$ cat src/sv/mcfir_pkg.sv
package mcfir_pkg;

   localparam int TAP_SLOTS    = 64;
   localparam int MAX_CHANNELS = 32;

   localparam int SAMPLE_W = 24;
   localparam int COEF_W   = 24;
   localparam int CH_W     = 5;
   localparam int CCNT_W   = 6;
   localparam int TCNT_W   = 7;
   localparam int TIDX_W   = 6;

   localparam int DIGIT_W    = 8;
   localparam int NUM_DIGITS = COEF_W / DIGIT_W;
   localparam int DCNT_W     = 2;
   localparam int PART_W     = SAMPLE_W + DIGIT_W + 1;
   localparam int ACC_W      = 56;
   localparam int FRAC_SHIFT = 20;

   localparam int DELAY_DEPTH = MAX_CHANNELS * TAP_SLOTS;
   localparam int DADDR_W     = $clog2(DELAY_DEPTH);

   localparam int CSR_IDX_W = 4;
   localparam int CSR_DAT_W = 24;

   localparam logic [CSR_IDX_W-1:0] REG_CHANNEL_COUNT = 4'd0;
   localparam logic [CSR_IDX_W-1:0] REG_TAP_COUNT     = 4'd1;
   localparam logic [CSR_IDX_W-1:0] REG_COEF_ADDR     = 4'd2;
   localparam logic [CSR_IDX_W-1:0] REG_COEF_DATA     = 4'd3;

   localparam logic [COEF_W-1:0] COEF_UNITY = COEF_W'(1 << FRAC_SHIFT);

   typedef struct packed {
      logic                acc_clear;
      logic                load;
      logic                step;
      logic [DCNT_W-1:0]   digit;
   } mac_ctrl_type;

endpackage

$ cat src/sv/mcfir_mac.sv
module mcfir_mac (
   input  logic                                   clock,
   input  mcfir_pkg::mac_ctrl_type                ctrl,
   input  logic signed [mcfir_pkg::SAMPLE_W-1:0]  sample,
   input  logic signed [mcfir_pkg::COEF_W-1:0]    coef,
   output logic signed [mcfir_pkg::SAMPLE_W-1:0]  result
);
   import mcfir_pkg::*;

   logic signed [SAMPLE_W-1:0] sample_ff;
   logic signed [COEF_W-1:0]   coef_sr_ff;
   logic signed [ACC_W-1:0]    acc_ff;

   logic signed [DIGIT_W:0]    dig;
   logic signed [PART_W-1:0]   part;
   logic signed [ACC_W-1:0]    part_ext;
   logic signed [ACC_W-1:0]    part_sh;
   logic signed [ACC_W-1:0]    rnd;
   logic signed [ACC_W-FRAC_SHIFT-1:0] q;

   always_comb begin
      if (ctrl.digit == DCNT_W'(NUM_DIGITS - 1)) begin
         dig = {coef_sr_ff[DIGIT_W-1], coef_sr_ff[DIGIT_W-1:0]};
      end else begin
         dig = {1'b0, coef_sr_ff[DIGIT_W-1:0]};
      end
      part     = sample_ff * dig;
      part_ext = {{(ACC_W-PART_W){part[PART_W-1]}}, part};
      case (ctrl.digit)
         2'd0:    part_sh = part_ext;
         2'd1:    part_sh = part_ext <<< DIGIT_W;
         default: part_sh = part_ext <<< (2 * DIGIT_W);
      endcase
   end

   always_ff @(posedge clock) begin
      if (ctrl.load) begin
         sample_ff  <= sample;
         coef_sr_ff <= coef;
      end else if (ctrl.step) begin
         coef_sr_ff <= coef_sr_ff >>> DIGIT_W;
      end
      if (ctrl.acc_clear) begin
         acc_ff <= '0;
      end else if (ctrl.step) begin
         acc_ff <= acc_ff + part_sh;
      end
   end

   always_comb begin
      rnd = acc_ff + ACC_W'(1 << (FRAC_SHIFT - 1));
      q   = rnd[ACC_W-1:FRAC_SHIFT];
      if (q > (ACC_W-FRAC_SHIFT)'(2**(SAMPLE_W-1) - 1)) begin
         result = {1'b0, {(SAMPLE_W-1){1'b1}}};
      end else if (q < -((ACC_W-FRAC_SHIFT)'(2**(SAMPLE_W-1)))) begin
         result = {1'b1, {(SAMPLE_W-1){1'b0}}};
      end else begin
         result = q[SAMPLE_W-1:0];
      end
   end

endmodule

$ cat config.mk
export PLATFORM = sky130hd
export DESIGN_NAME = mcfir_mac
export DESIGN_NICKNAME = d
export VERILOG_FILES = /design/src/sv/mcfir_pkg.sv /design/src/sv/mcfir_mac.sv
export SDC_FILE = /design/constraint.sdc
export NUM_CORES = 1
export LEC_CHECK = 0
export CAP_MARGIN = 15
export CORE_MARGIN = 3
export CORE_UTILIZATION = 40
export CTS_BUF_LIST = sky130_fd_sc_hd__clkbuf_8
export DETAILED_ROUTE_END_ITERATION = 8
export DONT_BUFFER_PORTS = 1
export GPL_ROUTABILITY_DRIVEN = 0
export GPL_TIMING_DRIVEN = 0
export PLACE_DENSITY = 0.51
export SLEW_MARGIN = 20
export SYNTH_ARGS = -nofsm -noshare
export SYNTH_HDL_FRONTEND = slang
export SYNTH_SLANG_ARGS = --single-unit
$ cat constraint.sdc
create_clock -name clock -period 13.75 [get_ports clock]
set_input_delay 3.4375 -clock clock [delete_from_list [all_inputs] [get_ports clock]]
set_output_delay 3.4375 -clock clock [all_outputs]
set_load 0.01 [all_outputs]
==> out/metrics.cfg <==
[placed_design]
placed_cell_area_sq_um=16330
port_buffers=0
dp_slack_ps=347.2
dp_hpwl_um=34680

[layout]
most-common-layout-cells=216 x inv_1, 189 x nand2_1, 176 x fa_1
layout-area-overhead-vs-synth_pct=5.553
fin_util=0.4344
fin_nets=2197
mostFrequentLayoutCell=inv_1
fill_cells=3835
stdcell_area_sq_um=16550
drive_above_1_share=0.03476

[global_route]
use_met2=0.3428
grt_max_degree=27
globalRouteMet3Util=0.02946
grt_antenna_before_repair=1
grt_usage=0.2083
grt_pass1_wl_um=68190
grtUsageMet1=0.2903
grt_pass1_vias=12740
globalRouteOverflowTotal=0
busiest_layer=met2

[critical_path]
endpoint_kind=flip-flop
max_stage_delay_ps=710
rr_startpoint=coef_sr_ff[7]
critPathBufInv=5
cp_max_fo=15
ff2ff_path_depth=32
path_delay_family=adder cells
cp_slowest_cell=xnor2_2
crit_required_ps=14120
critPathLaunchType=input pin
crit_arrival_ps=13350
r2r_end=acc_ff[51]
reg2reg_slack_ps=3550
critical_path_class=in -> reg
path_common_cell=fa_1

[hold_path]
min_to=acc_ff[16]
min_path_type=reg -> reg
holdPathStages=2
hp-start=acc_ff[16]

[die]
start_util=0.4115
rows=71
core_sq_um=38110
die-area_sq_um=41620
die_w_um=204.0
die_y_um=204.0
io_pins=78

[logic_synthesis]
yosysTopAreaCellShare=0.2247
ys_seq_area_frac=0.1634
synth_flop_cell=dfxtp_1
ys_async_sr_fraction=0
synth_edf_count=48
avgSynthCellArea_sq_um=8.593
synth_area_leaders=fa_1 22%, ha_1 10%, edfxtp_1 9.2%
synth_area_sq_um=15680
ys_ff_latch=104
synth.distinct_cells=77
synth-xor-area-share=0.05473
synthAdderAreaFrac=0.3292
synthSimpleGateAreaFrac=0.1923
synth_mux_area_frac=0.03710
synth_compound_area_frac=0.1535
synth_top_family_by_area=adder cells
syn_nets=2186
yosys.area.top_type=fa_1
synth_warnings=0
synth_cells=1825

[detailed_routing]
via_per_inst=5.402
drt_iter0_markers=790
first_pass_iters=5
drcViolationCount=0
drt_wl_total_um=42430
ant_nets=0
wl_per_cell_um=18.02
num_vias=12720

[timing]
setup_ws_ps=769.5
tightest_slew_ps=978.9
grt_setup_unrepaired=false
fin_skew_ps=22.65
hold_violations=0
layout_min_cycle_time_ps=12980
setup_viol=0
post-route-period-util=0.9440
relSlewSlack=0.3474
finalMaxSlewViolations=0
fmax_mhz=77.04

[clock_network]
max-clock-path-buffers=2
htreeDepth=3
postCtsSetupRepairBufs=0
clk_latency_ps=460
cts_root_buf=clkbuf_8
cts_tree=done
clk_transition_reported_paths_ps=130
cts_buffers=9
post_cts_resized=0
postCtsHoldBufs=0
cts_sinks=104

[status]
status=complete, no violations

[flow_run]
drv_cap=0

==> routing by layer <==
metal  wire (um)  part of all wire  vias to the layer above
met2       20160              0.48                      242
met1       20050              0.47                     6256
met5           0                 0                        -
met3        1526             0.036                       36
met4         695             0.016                        0
li1            -                 -                     6183
==> cell usage after synthesis (9+ instances only) <==
master,count
a211oi_1,14
a21o_1,41
a21oi_1,100
a22o_1,13
a31oi_1,14
and2_1,132
and3_1,12
clkbuf_1,55
dfxtp_1,56
edfxtp_1,48
fa_1,176
ha_1,131
inv_1,216
mux2_2,17
mux2i_1,39
nand2_1,189
nand2b_1,9
nand3_1,37
nand4_1,20
nor2_1,118
nor2b_1,18
nor3_1,20
o211ai_1,9
o21a_1,10
o21ai_0,81
o21ai_1,13
o21bai_1,15
or2_2,9
xnor2_1,55
xor2_1,43
==> worst register-to-register path, delay by kind of cell, from the launching register on <==
family	cells	cell delay, ps
compound gates	14	2900
xor+xnor	1	710
fa+ha+maj	7	3190
buf+inv	3	860
flops	1	600
simple gates	7	1840
==> stage by stage <==
| stage | hold WS (ps) | setup TNS [ps] | cells |
|---|---|---|---|
| 2_1_floorplan | 445.3 | 0 | 1825 |
| 3_3_place_gp | 455.4 | -89.48 | 2336 |
| 3_5_place_dp | 463.4 | 0 | 2336 |
| 5_1_grt | 513.2 | 0 | 2352 |
| 4_1_cts | 481.9 | 0 | 2352 |
| 6_report | 480.2 | 0 | 2354 |
==> cells by family after synthesis <==
group / after synthesis
AOI/OAI and AO/OA: 370
xor gates and xnor gates: 98
adders and majority gates: 307
buffers and inverters: 287
DFF: 104
muxes: 56
and+or+nand+nor: 603
==> final cells by class <==
type                    instances  area [sq um]  share of cell area
clock inverters                 7         95.09            0.005745
plain buffers                  71         284.0             0.01716
well taps                     511         639.4             0.03862
diodes                          2         5.005           0.0003023
flip-flops and latches        104          2562              0.1548
inverters                     216         810.8             0.04898
clock buffers                   9         123.9            0.007483
multi-input cells            1434         12030              0.7269
==> how the worst max path moves through the flow <==
| stage | startpoint | to | slack [ps] | depth (start not counted) |
|---|---|---|---|---|
| after floorplan | ctrl[0] | acc_ff[53] | 1940 | 34 |
| after global placement | ctrl[0] | acc_ff[51] | -50 | 34 |
| after detailed placement | ctrl[0] | acc_ff[51] | 350 | 34 |
| after CTS | ctrl[0] | acc_ff[51] | 840 | 34 |
| after global routing | ctrl[0] | acc_ff[53] | 110 | 34 |
| final | ctrl[0] | acc_ff[51] | 770 | 34 |
==> state kept, by name, summed over array words and instances (netlist names) <==
signal / flops
coef_sr_ff: 24
sample_ff: 24
acc_ff: 56
Power is left out: the tool's default activity adds up to more than one toggle a clock period on the data nets, which glitch-free logic cannot reach.
